==> src/hw/rtl/brf_pkg.sv <==
// Shared types, field widths and operation codes for the byte ring FIFO.
// No dependencies; every other file of the block imports this package.

package brf_pkg;

   // Default sizing of the ring and of the longest slice
   localparam int DEF_MAX_DEPTH = 128;
   localparam int DEF_MAX_SLICE = 64;

   // Field widths
   localparam int FUNC_W   = 3;
   localparam int DATA_W   = 8;
   localparam int OFFSET_W = 7;
   localparam int LENGTH_W = 7;
   localparam int COUNT_W  = 7;
   localparam int SIZE_W   = 3;

   // Ring size register after reset
   localparam logic [SIZE_W-1:0] SIZE_RESET = 3'd7;

   // Operation codes
   localparam logic [FUNC_W-1:0] FUNC_PUT   = 3'd0;
   localparam logic [FUNC_W-1:0] FUNC_GET   = 3'd1;
   localparam logic [FUNC_W-1:0] FUNC_COUNT = 3'd2;
   localparam logic [FUNC_W-1:0] FUNC_CLEAR = 3'd3;
   localparam logic [FUNC_W-1:0] FUNC_SLICE = 3'd4;

   // Commands from the controller to the datapath
   typedef struct packed {
      logic put;         // store the request byte, advance write index
      logic get;         // advance read index
      logic clear;       // zero both indices
      logic rd_first;    // read store at read index (plus offset)
      logic use_offset;  // add the request offset to the first read
      logic rd_next;     // read store at the next slice position
      logic load;        // load the result register
      logic ok;
      logic has;
      logic last;
   } brf_cmd_type;

   // Status from the datapath to the controller
   typedef struct packed {
      logic full;
      logic empty;
      logic slice_ok;
   } brf_stat_type;

endpackage

==> src/hw/rtl/brf_if.sv <==
// Channel interfaces of the byte ring FIFO: request, result and size register.
// Depends on brf_pkg for field widths.

interface brf_req_if import brf_pkg::*; ();
   logic                valid;
   logic                ready;
   logic [FUNC_W-1:0]   func;
   logic [DATA_W-1:0]   data_in;
   logic [OFFSET_W-1:0] offset;
   logic [LENGTH_W-1:0] length;

   modport source (output valid, func, data_in, offset, length, input ready);
   modport sink   (input valid, func, data_in, offset, length, output ready);
endinterface

interface brf_rsp_if import brf_pkg::*; ();
   logic               valid;
   logic               ready;
   logic               ok;
   logic [DATA_W-1:0]  data_out;
   logic               has_data;
   logic [COUNT_W-1:0] count;
   logic               last;

   modport source (output valid, ok, data_out, has_data, count, last, input ready);
   modport sink   (input valid, ok, data_out, has_data, count, last, output ready);
endinterface

interface brf_csr_if import brf_pkg::*; ();
   logic              valid;
   logic              ready;
   logic [SIZE_W-1:0] wdata;

   modport source (output valid, wdata, input ready);
   modport sink   (input valid, wdata, output ready);
endinterface

==> src/hw/rtl/byte_ring_fifo_with_peek.sv <==
// Top level of the byte ring FIFO with slice peek.
// Depends on brf_pkg, brf_if, brf_controller and brf_datapath.
//
// A byte FIFO in a power-of-two ring (one slot kept empty) taking put, get,
// count, clear and slice-peek requests; each request gives one result, a
// slice gives one result per byte with last set on the final one. A request
// is taken in the idle state and its result is loaded into the output
// register from the emit state once that register is free; a slice loads
// one byte per cycle while the result register is free, fed by the single
// registered read port of the byte store. A new request is taken while the
// previous result still waits on the result channel. Writing the size
// register clears both indices; the store itself has no clearing pass and
// is ready right after reset.

module byte_ring_fifo_with_peek import brf_pkg::*; #(
   parameter int MAX_DEPTH = DEF_MAX_DEPTH,
   parameter int MAX_SLICE = DEF_MAX_SLICE
) (
   input  logic      clock,
   input  logic      reset,
   brf_req_if.sink   req_ch,
   brf_rsp_if.source rsp_ch,
   brf_csr_if.sink   csr_ch
);

   brf_cmd_type  cmd;
   brf_stat_type stat;
   logic         csr_wr;

   // The user must send size writes only while idle; the block does not enforce it. Always take them
   assign csr_ch.ready = 1'b1;
   assign csr_wr       = csr_ch.valid;

   brf_controller u_ctrl (
      .clock      (clock),
      .reset      (reset),
      .req_valid  (req_ch.valid),
      .req_ready  (req_ch.ready),
      .req_func   (req_ch.func),
      .req_length (req_ch.length),
      .rsp_valid  (rsp_ch.valid),
      .rsp_ready  (rsp_ch.ready),
      .stat       (stat),
      .cmd        (cmd)
   );

   brf_datapath #(
      .MAX_DEPTH (MAX_DEPTH),
      .MAX_SLICE (MAX_SLICE)
   ) u_dp (
      .clock    (clock),
      .reset    (reset),
      .csr_wr   (csr_wr),
      .csr_data (csr_ch.wdata),
      .data_in  (req_ch.data_in),
      .offset   (req_ch.offset),
      .length   (req_ch.length),
      .cmd      (cmd),
      .stat     (stat),
      .ok       (rsp_ch.ok),
      .data_out (rsp_ch.data_out),
      .has_data (rsp_ch.has_data),
      .count    (rsp_ch.count),
      .last     (rsp_ch.last)
   );

endmodule

==> src/hw/rtl/brf_datapath.sv <==
// Datapath of the byte ring FIFO: byte store, ring indices, size register
// and result register. Depends on brf_pkg; driven by brf_controller commands.

module brf_datapath import brf_pkg::*; #(
   parameter int MAX_DEPTH = DEF_MAX_DEPTH,
   parameter int MAX_SLICE = DEF_MAX_SLICE
) (
   input  logic                clock,
   input  logic                reset,
   input  logic                csr_wr,
   input  logic [SIZE_W-1:0]   csr_data,
   input  logic [DATA_W-1:0]   data_in,
   input  logic [OFFSET_W-1:0] offset,
   input  logic [LENGTH_W-1:0] length,
   input  brf_cmd_type         cmd,
   output brf_stat_type        stat,
   output logic                ok,
   output logic [DATA_W-1:0]   data_out,
   output logic                has_data,
   output logic [COUNT_W-1:0]  count,
   output logic                last
);

   // Ring uses the largest power of two not above MAX_DEPTH
   localparam int AW    = $clog2(MAX_DEPTH + 1) - 1;
   localparam int DEPTH = 2 ** AW;

   logic [DATA_W-1:0]   store_mem [DEPTH];
   logic [AW-1:0]       write_ff, write_in;
   logic [AW-1:0]       read_ff, read_in;
   logic [AW-1:0]       pos_ff, pos_in;
   logic [SIZE_W-1:0]   size_ff;
   logic [DATA_W-1:0]   rd_data_ff;
   logic                ok_ff, has_ff, last_ff;
   logic [DATA_W-1:0]   data_ff;
   logic [COUNT_W-1:0]  count_ff;

   logic [SIZE_W-1:0]   size_eff;
   logic [AW-1:0]       mask;
   logic [AW-1:0]       held;
   logic [OFFSET_W-1:0] offset_eff;
   logic [AW-1:0]       rd_addr;
   logic [OFFSET_W:0]   span;

   // Clamp the size to the range the ring supports and build the index mask
   always_comb begin
      if (size_ff == '0) begin
         size_eff = SIZE_W'(1);
      end else if (size_ff > SIZE_W'(AW)) begin
         size_eff = SIZE_W'(AW);
      end else begin
         size_eff = size_ff;
      end
      mask = {AW{1'b1}} >> (SIZE_W'(AW) - size_eff);
   end

   // Occupancy and slice bounds check
   assign held = (write_ff - read_ff) & mask;
   assign span = {1'b0, offset} + (OFFSET_W + 1)'(length);

   assign stat.full     = (held == mask);
   assign stat.empty    = (held == '0);
   assign stat.slice_ok = (length <= LENGTH_W'(MAX_SLICE))
                       && (span <= (OFFSET_W + 1)'(held));

   // Read address: first byte of a get or slice, or the next slice byte
   assign offset_eff = cmd.use_offset ? offset : '0;
   assign rd_addr    = cmd.rd_first ? ((read_ff + AW'(offset_eff)) & mask)
                                    : ((pos_ff + AW'(1)) & mask);

   // Next index values
   always_comb begin
      write_in = write_ff;
      read_in  = read_ff;
      pos_in   = pos_ff;
      if (csr_wr || cmd.clear) begin
         write_in = '0;
         read_in  = '0;
      end else begin
         if (cmd.put) begin
            write_in = (write_ff + AW'(1)) & mask;
         end
         if (cmd.get) begin
            read_in = (read_ff + AW'(1)) & mask;
         end
      end
      if (cmd.rd_first || cmd.rd_next) begin
         pos_in = rd_addr;
      end
   end

   // Hold indices and size register
   always_ff @(posedge clock) begin
      if (reset) begin
         write_ff <= '0;
         read_ff  <= '0;
         pos_ff   <= '0;
         size_ff  <= SIZE_RESET;
      end else begin
         write_ff <= write_in;
         read_ff  <= read_in;
         pos_ff   <= pos_in;
         if (csr_wr) begin
            size_ff <= csr_data;
         end
      end
   end

   // Byte store: one write port, one registered read port
   always_ff @(posedge clock) begin
      if (cmd.put) begin
         store_mem[write_ff] <= data_in;
      end
      if (cmd.rd_first || cmd.rd_next) begin
         rd_data_ff <= store_mem[rd_addr];
      end
   end

   // Result register
   always_ff @(posedge clock) begin
      if (cmd.load) begin
         ok_ff    <= cmd.ok;
         has_ff   <= cmd.has;
         last_ff  <= cmd.last;
         data_ff  <= cmd.has ? rd_data_ff : '0;
         count_ff <= COUNT_W'(held);
      end
   end

   assign ok       = ok_ff;
   assign has_data = has_ff;
   assign last     = last_ff;
   assign data_out = data_ff;
   assign count    = count_ff;

endmodule

==> src/hw/rtl/brf_controller.sv <==
// Controller of the byte ring FIFO: decodes each request, sequences slice
// reads and owns the result handshake. Depends on brf_pkg.

module brf_controller import brf_pkg::*; (
   input  logic                clock,
   input  logic                reset,
   input  logic                req_valid,
   output logic                req_ready,
   input  logic [FUNC_W-1:0]   req_func,
   input  logic [LENGTH_W-1:0] req_length,
   output logic                rsp_valid,
   input  logic                rsp_ready,
   input  brf_stat_type        stat,
   output brf_cmd_type         cmd
);

   typedef enum logic {
      ST_IDLE,
      ST_EMIT
   } state_type;

   state_type           state_ff, state_in;
   logic [LENGTH_W-1:0] rem_ff, rem_in;
   logic                ok_ff, ok_in;
   logic                has_ff, has_in;
   logic                rsp_valid_ff, rsp_valid_in;
   logic                out_free;

   assign out_free  = !rsp_valid_ff || rsp_ready;
   assign req_ready = (state_ff == ST_IDLE);
   assign rsp_valid = rsp_valid_ff;

   // Decode requests and step through result transfers
   always_comb begin
      cmd      = '0;
      state_in = state_ff;
      rem_in   = rem_ff;
      ok_in    = ok_ff;
      has_in   = has_ff;
      case (state_ff)
         ST_IDLE: begin
            if (req_valid) begin
               state_in = ST_EMIT;
               rem_in   = LENGTH_W'(1);
               ok_in    = 1'b0;
               has_in   = 1'b0;
               case (req_func)
                  FUNC_PUT: begin
                     cmd.put = !stat.full;
                     ok_in   = !stat.full;
                  end
                  FUNC_GET: begin
                     cmd.get      = !stat.empty;
                     cmd.rd_first = !stat.empty;
                     ok_in        = !stat.empty;
                     has_in       = !stat.empty;
                  end
                  FUNC_COUNT: begin
                     ok_in = 1'b1;
                  end
                  FUNC_CLEAR: begin
                     cmd.clear = 1'b1;
                     ok_in     = 1'b1;
                  end
                  FUNC_SLICE: begin
                     if (stat.slice_ok) begin
                        ok_in = 1'b1;
                        if (req_length != '0) begin
                           has_in         = 1'b1;
                           rem_in         = req_length;
                           cmd.rd_first   = 1'b1;
                           cmd.use_offset = 1'b1;
                        end
                     end
                  end
                  default: begin
                     ok_in = 1'b0;
                  end
               endcase
            end
         end
         ST_EMIT: begin
            if (out_free) begin
               cmd.load = 1'b1;
               cmd.ok   = ok_ff;
               cmd.has  = has_ff;
               cmd.last = (rem_ff == LENGTH_W'(1));
               if (has_ff && (rem_ff != LENGTH_W'(1))) begin
                  cmd.rd_next = 1'b1;
                  rem_in      = rem_ff - LENGTH_W'(1);
               end else begin
                  state_in = ST_IDLE;
               end
            end
         end
         default: begin
            state_in = ST_IDLE;
         end
      endcase
      if (cmd.load) begin
         rsp_valid_in = 1'b1;
      end else if (rsp_ready) begin
         rsp_valid_in = 1'b0;
      end else begin
         rsp_valid_in = rsp_valid_ff;
      end
   end

   // Hold state and registered outputs
   always_ff @(posedge clock) begin
      if (reset) begin
         state_ff     <= ST_IDLE;
         rem_ff       <= '0;
         ok_ff        <= 1'b0;
         has_ff       <= 1'b0;
         rsp_valid_ff <= 1'b0;
      end else begin
         state_ff     <= state_in;
         rem_ff       <= rem_in;
         ok_ff        <= ok_in;
         has_ff       <= has_in;
         rsp_valid_ff <= rsp_valid_in;
      end
   end

endmodule
==> src/flat_wrapper.sv <==
// flat-port wrapper written by rule: the top's interface ports become plain ports
module byte_ring_fifo_with_peek_flat import brf_pkg::*;
#(
   parameter int MAX_DEPTH = DEF_MAX_DEPTH,
   parameter int MAX_SLICE = DEF_MAX_SLICE
)
  (clock, reset, req_ch_valid, req_ch_func, req_ch_data_in, req_ch_offset, req_ch_length, req_ch_ready, rsp_ch_valid, rsp_ch_ok, rsp_ch_data_out, rsp_ch_has_data, rsp_ch_count, rsp_ch_last, rsp_ch_ready, csr_ch_valid, csr_ch_wdata, csr_ch_ready);
  brf_req_if req_ch_i ();
  brf_rsp_if rsp_ch_i ();
  brf_csr_if csr_ch_i ();
  input  logic clock;
  input  logic reset;
  input wire logic [$bits(req_ch_i.valid)-1:0] req_ch_valid;
  input wire logic [$bits(req_ch_i.func)-1:0] req_ch_func;
  input wire logic [$bits(req_ch_i.data_in)-1:0] req_ch_data_in;
  input wire logic [$bits(req_ch_i.offset)-1:0] req_ch_offset;
  input wire logic [$bits(req_ch_i.length)-1:0] req_ch_length;
  output wire logic [$bits(req_ch_i.ready)-1:0] req_ch_ready;
  output wire logic [$bits(rsp_ch_i.valid)-1:0] rsp_ch_valid;
  output wire logic [$bits(rsp_ch_i.ok)-1:0] rsp_ch_ok;
  output wire logic [$bits(rsp_ch_i.data_out)-1:0] rsp_ch_data_out;
  output wire logic [$bits(rsp_ch_i.has_data)-1:0] rsp_ch_has_data;
  output wire logic [$bits(rsp_ch_i.count)-1:0] rsp_ch_count;
  output wire logic [$bits(rsp_ch_i.last)-1:0] rsp_ch_last;
  input wire logic [$bits(rsp_ch_i.ready)-1:0] rsp_ch_ready;
  input wire logic [$bits(csr_ch_i.valid)-1:0] csr_ch_valid;
  input wire logic [$bits(csr_ch_i.wdata)-1:0] csr_ch_wdata;
  output wire logic [$bits(csr_ch_i.ready)-1:0] csr_ch_ready;
  assign req_ch_i.valid = req_ch_valid;
  assign req_ch_i.func = req_ch_func;
  assign req_ch_i.data_in = req_ch_data_in;
  assign req_ch_i.offset = req_ch_offset;
  assign req_ch_i.length = req_ch_length;
  assign req_ch_ready = req_ch_i.ready;
  assign rsp_ch_valid = rsp_ch_i.valid;
  assign rsp_ch_ok = rsp_ch_i.ok;
  assign rsp_ch_data_out = rsp_ch_i.data_out;
  assign rsp_ch_has_data = rsp_ch_i.has_data;
  assign rsp_ch_count = rsp_ch_i.count;
  assign rsp_ch_last = rsp_ch_i.last;
  assign rsp_ch_i.ready = rsp_ch_ready;
  assign csr_ch_i.valid = csr_ch_valid;
  assign csr_ch_i.wdata = csr_ch_wdata;
  assign csr_ch_ready = csr_ch_i.ready;
  byte_ring_fifo_with_peek #(.MAX_DEPTH(MAX_DEPTH), .MAX_SLICE(MAX_SLICE)) u_core (.clock(clock), .reset(reset), .req_ch(req_ch_i), .rsp_ch(rsp_ch_i), .csr_ch(csr_ch_i));
endmodule
==> config.mk <==
export PLATFORM = sky130hd
export DESIGN_NAME = byte_ring_fifo_with_peek_flat
export DESIGN_NICKNAME = d
export VERILOG_FILES = /design/src/hw/rtl/brf_pkg.sv /design/src/hw/rtl/brf_if.sv /design/src/hw/rtl/byte_ring_fifo_with_peek.sv /design/src/hw/rtl/brf_datapath.sv /design/src/hw/rtl/brf_controller.sv /design/src/flat_wrapper.sv
export SDC_FILE = /design/constraint.sdc
export NUM_CORES = 2
export LEC_CHECK = 0
export BUFFER_PORTS_ARGS = -buffer_cell sky130_fd_sc_hd__buf_2
export CAP_MARGIN = 15
export CORE_MARGIN = 2
export CORE_UTILIZATION = 40
export DETAILED_ROUTE_END_ITERATION = 8
export GPL_ROUTABILITY_DRIVEN = 0
export SKIP_LAST_GASP = 1
export SYNTH_ARGS = -nofsm -noshare
export SYNTH_HDL_FRONTEND = slang
export SYNTH_SLANG_ARGS = --single-unit
==> constraint.sdc <==
create_clock -name clock -period 13.2 [get_ports clock]
set_input_delay 0 -clock clock [delete_from_list [all_inputs] [get_ports clock]]
set_output_delay 0 -clock clock [all_outputs]
set_load 0.03 [all_outputs]
==> qor.csv <==
stage;metric;value;unit
setup_path;rr_worst_depth;26;
synth;synth_top_family_by_area;simple AND/OR/NAND/NOR gates;
power;ir_drop;0.00009386;V
setup_path;crit_end;u_core.u_dp.rd_data_ff[6]$_DFFE_PP_;
placed_design;hpwl;74.46;mm
global_routing;grt_pass1_vias;27090;
power;p_leak;16.07;nW
layout;nets;3346;
synth;avgSynthCellArea;13.95;sq um
global_routing;grt_max_degree;137;
cts;clockBufferDepth;3;
timing;drv_slew;0;
power;switching_share;0.2116;
setup_path;cp_slowest_cell;buf_12;
synth;synthCells;3229;
setup_path;cp-end-kind;flip-flop;
cts;cts.reportedPaths.clkPinSlew;0.06;ns
setup_path;r2r_slack;4.87;ns
cts;h-tree-depth;3;
power;clkPwrFrac;0.428;
floorplanning;ios;54;
synth;synth-compound-area-share;0.09186;
synth;synth_flop_cell;edfxtp_1;
setup_path;cpPeakStageDelay;0.60;ns
drt;wl_per_cell;25.99;um
floorplanning;die_height;339.6;um
synth;synthAdderAreaFrac;0.01022;
setup_path;r2r_start;u_core.u_dp.read_ff[0]$_SDFFE_PP0P_;
synth;synth_edf_count;1050;
setup_path;critPathBufInv;4;
drt;first_iter_violations;3274;
power;p_comb_frac;0.036;
drt;wirelength;126.5;mm
synth;synth_nets;3297;
synth;syn_area;45040;sq um
global_routing;grt_overflow_total;0;
layout;synthToLayoutAreaGrowth;12.49;%
cts;clkSinkCount;1085;
cts;cts_root_buf;clkbuf_16;
drt;drc;0;
setup_path;cp.required;13.64;ns
synth;yosysTopAreaCellShare;0.7000;
power;power.density;139.3;nW/um^2
layout;layout-drive-gt1-share;0.09382;
power;power.switching;1.494;mW
timing;fin_crit;8.329;ns
timing;max_freq;120.1;MHz
power;power.internal;5.567;mW
drt;dr_total_vias;28520;
flow_run;drv_cap;0;
timing;setup_viol_count_final;0;
cts;clkLatencyLatePin;0.70;ns
status;status;finished clean;
worst_hold_path;hp-class;primary input to flip-flop;
placed_design;place_area;46780;sq um
power;p_seq_frac;0.536;
timing;hold-worst-slack;0.05416;ns
synth;yosys-top-cells-area;edfxtp_1, nand2_1, mux2i_1, nand3_1, a211oi_1;
drt;drt-vias-per-instance;5.858;
floorplanning;die-area;115300;sq um
timing;finalHoldViolations;0;
setup_path;crit_cells;26;
floorplanning;core;112000;sq um
layout;fin_util;0.4523;
setup_path;critical-path-top-delay-family;compound AO/OA/AOI/OAI gates;
global_routing;grt_use_total;0.2154;
cts;postCtsSetupBuffers;0;
synth;yosysUniqueCellTypes;86;
placed_design;port_buffers;52;
timing;fin_skew;0.03621;ns
setup_path;arrival;8.77;ns
timing;worst_pin_slew;1.100;ns
cts;cts_buffers;109;
cts;hold_buffers;41;
synth;yosysWarningCount;0;
synth;synth-simple-area-share;0.1174;
synth;synth_top_cell_by_area;edfxtp_1;
setup_path;crit_top_cell;ha_1;
drt;firstDrtPassIters;6;
timing;rsz0062_at_grt;false;
setup_path;reg2reg_to;u_core.u_dp.rd_data_ff[6]$_DFFE_PP_;
setup_path;cp_max_fo;136;
cts;cts_tree;yes;
timing;fin_tns_setup;0;ns
synth;synth_mux_area_frac;0.03575;
setup_path;critPathLaunchType;flip-flop;
synth;synth-seq-cells;1085;
drt;antenna_left;0;
synth;synth_xor_area_frac;0.004472;
floorplanning;initial_core_util;0.4020;
floorplanning;die_w;339.6;um
timing;fin_crit_sh;0.6310;
timing;max-slew-margin-rel;0.2642;
cts;post_cts_resized;0;
setup_path;path_class;flip-flop to flip-flop;
global_routing;grt_pass1_wl;186.2;mm
layout;final_area;50670;sq um
synth;synthArstFlopShare;0;
setup_path;startpoint;u_core.u_dp.read_ff[0]$_SDFFE_PP0P_;
floorplanning;num_rows;123;
global_routing;antenna_found_initial;4;
synth;ys_seq_area_frac;0.7155;
==> worst reg2reg max path: cells and delay by family, from the launching register on <==
kind | cells | cell delay, ns
mux | 1 | 0.31
compound gates | 9 | 2.54
buf+inv | 4 | 1.06
simple gates | 7 | 2.06
flops | 1 | 0.49
fa+ha+maj | 5 | 1.63
==> placed cells by master, fill, tap and decap left out, types with 26 or more instances in the layout <==
cell | Yosys | final
nor2_1 | 186 | 184
o21ai_0 | 38 | 38
a311oi_1 | 76 | 76
o211ai_1 | 36 | 36
nand2_1 | 467 | 464
dfxtp_1 | 35 | 35
dlygate4sd3_1 | 0 | 41
buf_4 | 13 | 66
nor3_1 | 31 | 31
inv_1 | 27 | 27
ha_1 | 32 | 32
a31oi_1 | 44 | 43
clkinv_1 | 1 | 26
and3_1 | 122 | 122
buf_2 | 110 | 44
mux2i_1 | 126 | 125
clkbuf_16 | 0 | 113
a211oi_1 | 130 | 130
a21oi_1 | 66 | 64
edfxtp_1 | 1050 | 1050
nand3_1 | 198 | 198
==> layer usage <==
metal,up-vias,part of all wire,GRT usage
met4,6,0.030,0.07117
met3,205,0.084,0.03573
met1,14370,0.42,0.3053
met5,-,0.00032,0
met2,1318,0.46,0.3385
li1,12630,-,-
==> registers in the layout, indices dropped and copies added (netlist names) <==
name	cells
u_core.u_ctrl.has_ff	1
u_core.u_ctrl.ok_ff	1
u_core.u_ctrl.rem_ff	7
u_core.u_ctrl.rsp_valid	1
u_core.u_ctrl.state_ff	1
u_core.u_dp.count	7
u_core.u_dp.data_out	8
u_core.u_dp.has_data	1
u_core.u_dp.last	1
u_core.u_dp.ok	1
u_core.u_dp.pos_ff	7
u_core.u_dp.rd_data_ff	8
u_core.u_dp.read_ff	7
u_core.u_dp.size_ff	3
u_core.u_dp.store_mem	1024
u_core.u_dp.write_ff	7
==> how the worst min path moves through the flow <==
stage / end / depth (start not counted) / startpoint / slack (ns)
after CTS: u_core.u_dp.pos_ff[6]$_SDFFE_PP0P_ / 7 / req_ch_offset[6] / 0.01
after floorplan: u_core.u_dp.store_mem[0][0]$_DFFE_PP_ / 0 / req_ch_data_in[0] / 0.1
after detailed placement: u_core.u_dp.size_ff[1]$_SDFFE_PP1P_ / 3 / csr_ch_wdata[1] / 0.23
final: u_core.u_dp.pos_ff[6]$_SDFFE_PP0P_ / 7 / req_ch_offset[6] / 0.05
after global routing: u_core.u_dp.pos_ff[6]$_SDFFE_PP0P_ / 7 / req_ch_offset[6] / 0.13
after global placement: u_core.u_dp.size_ff[0]$_SDFFE_PP1P_ / 3 / csr_ch_wdata[0] / 0.23
==> stage by stage <==
| stage | instances | setup WS (ns) | total power, mW |
|---|---|---|---|
| finish | 4869 | 4.871 | 7.060 |
| global route | 4868 | 4.407 | 7.250 |
| CTS | 4868 | 4.946 | 7.099 |
| detailed placement | 4626 | 4.940 | 4.102 |
| global placement | 4626 | 5.025 | 4.100 |
| floorplan | 3229 | 6.860 | 3.979 |
==> cell type report <==
cell class	instances	area, sq um
sequential	1085	32230
timing repair buffer	153	1166
inverter	29	108.9
clock buffer	133	2903
clock inverter	68	573.1
multi-input combinational	1900	11810
fill	9960	61370
tap	1500	1877
antenna	1	2.502
==> cells by family after synthesis <==
logic type / Yosys count
other: 1
buffers and inverters: 244
flip-flops: 1085
adder cells (fa/ha/maj): 35
AND/OR/NAND/NOR: 1140
multiplexers: 142
XOR/XNOR: 23
AO/OA/AOI/OAI: 559
==> synth_stat cells (all sizes together), types with 20 or more instances <==
cell type,number
a211oi,130
a21oi,67
a311oi,76
a31oi,44
and3,122
buf,142
clkbuf,73
dfxtp,35
edfxtp,1050
ha,32
inv,28
mux2i,127
nand2,468
nand3,199
nand4,20
nor2,187
nor3,31
o211ai,36
o21ai,39
o22ai,24
==> power by group through the flow <==
stage | clock, mW | combinational (mW) | sequential, mW
after global routing | 3.19 | 0.274 | 3.79
after CTS | 3.06 | 0.253 | 3.79
final | 3.02 | 0.253 | 3.79
after global placement | 0 | 0.241 | 3.86
after floorplan | 0 | 0.114 | 3.86
after detailed placement | 0 | 0.242 | 3.86
(Power assumes the default switching activity.)
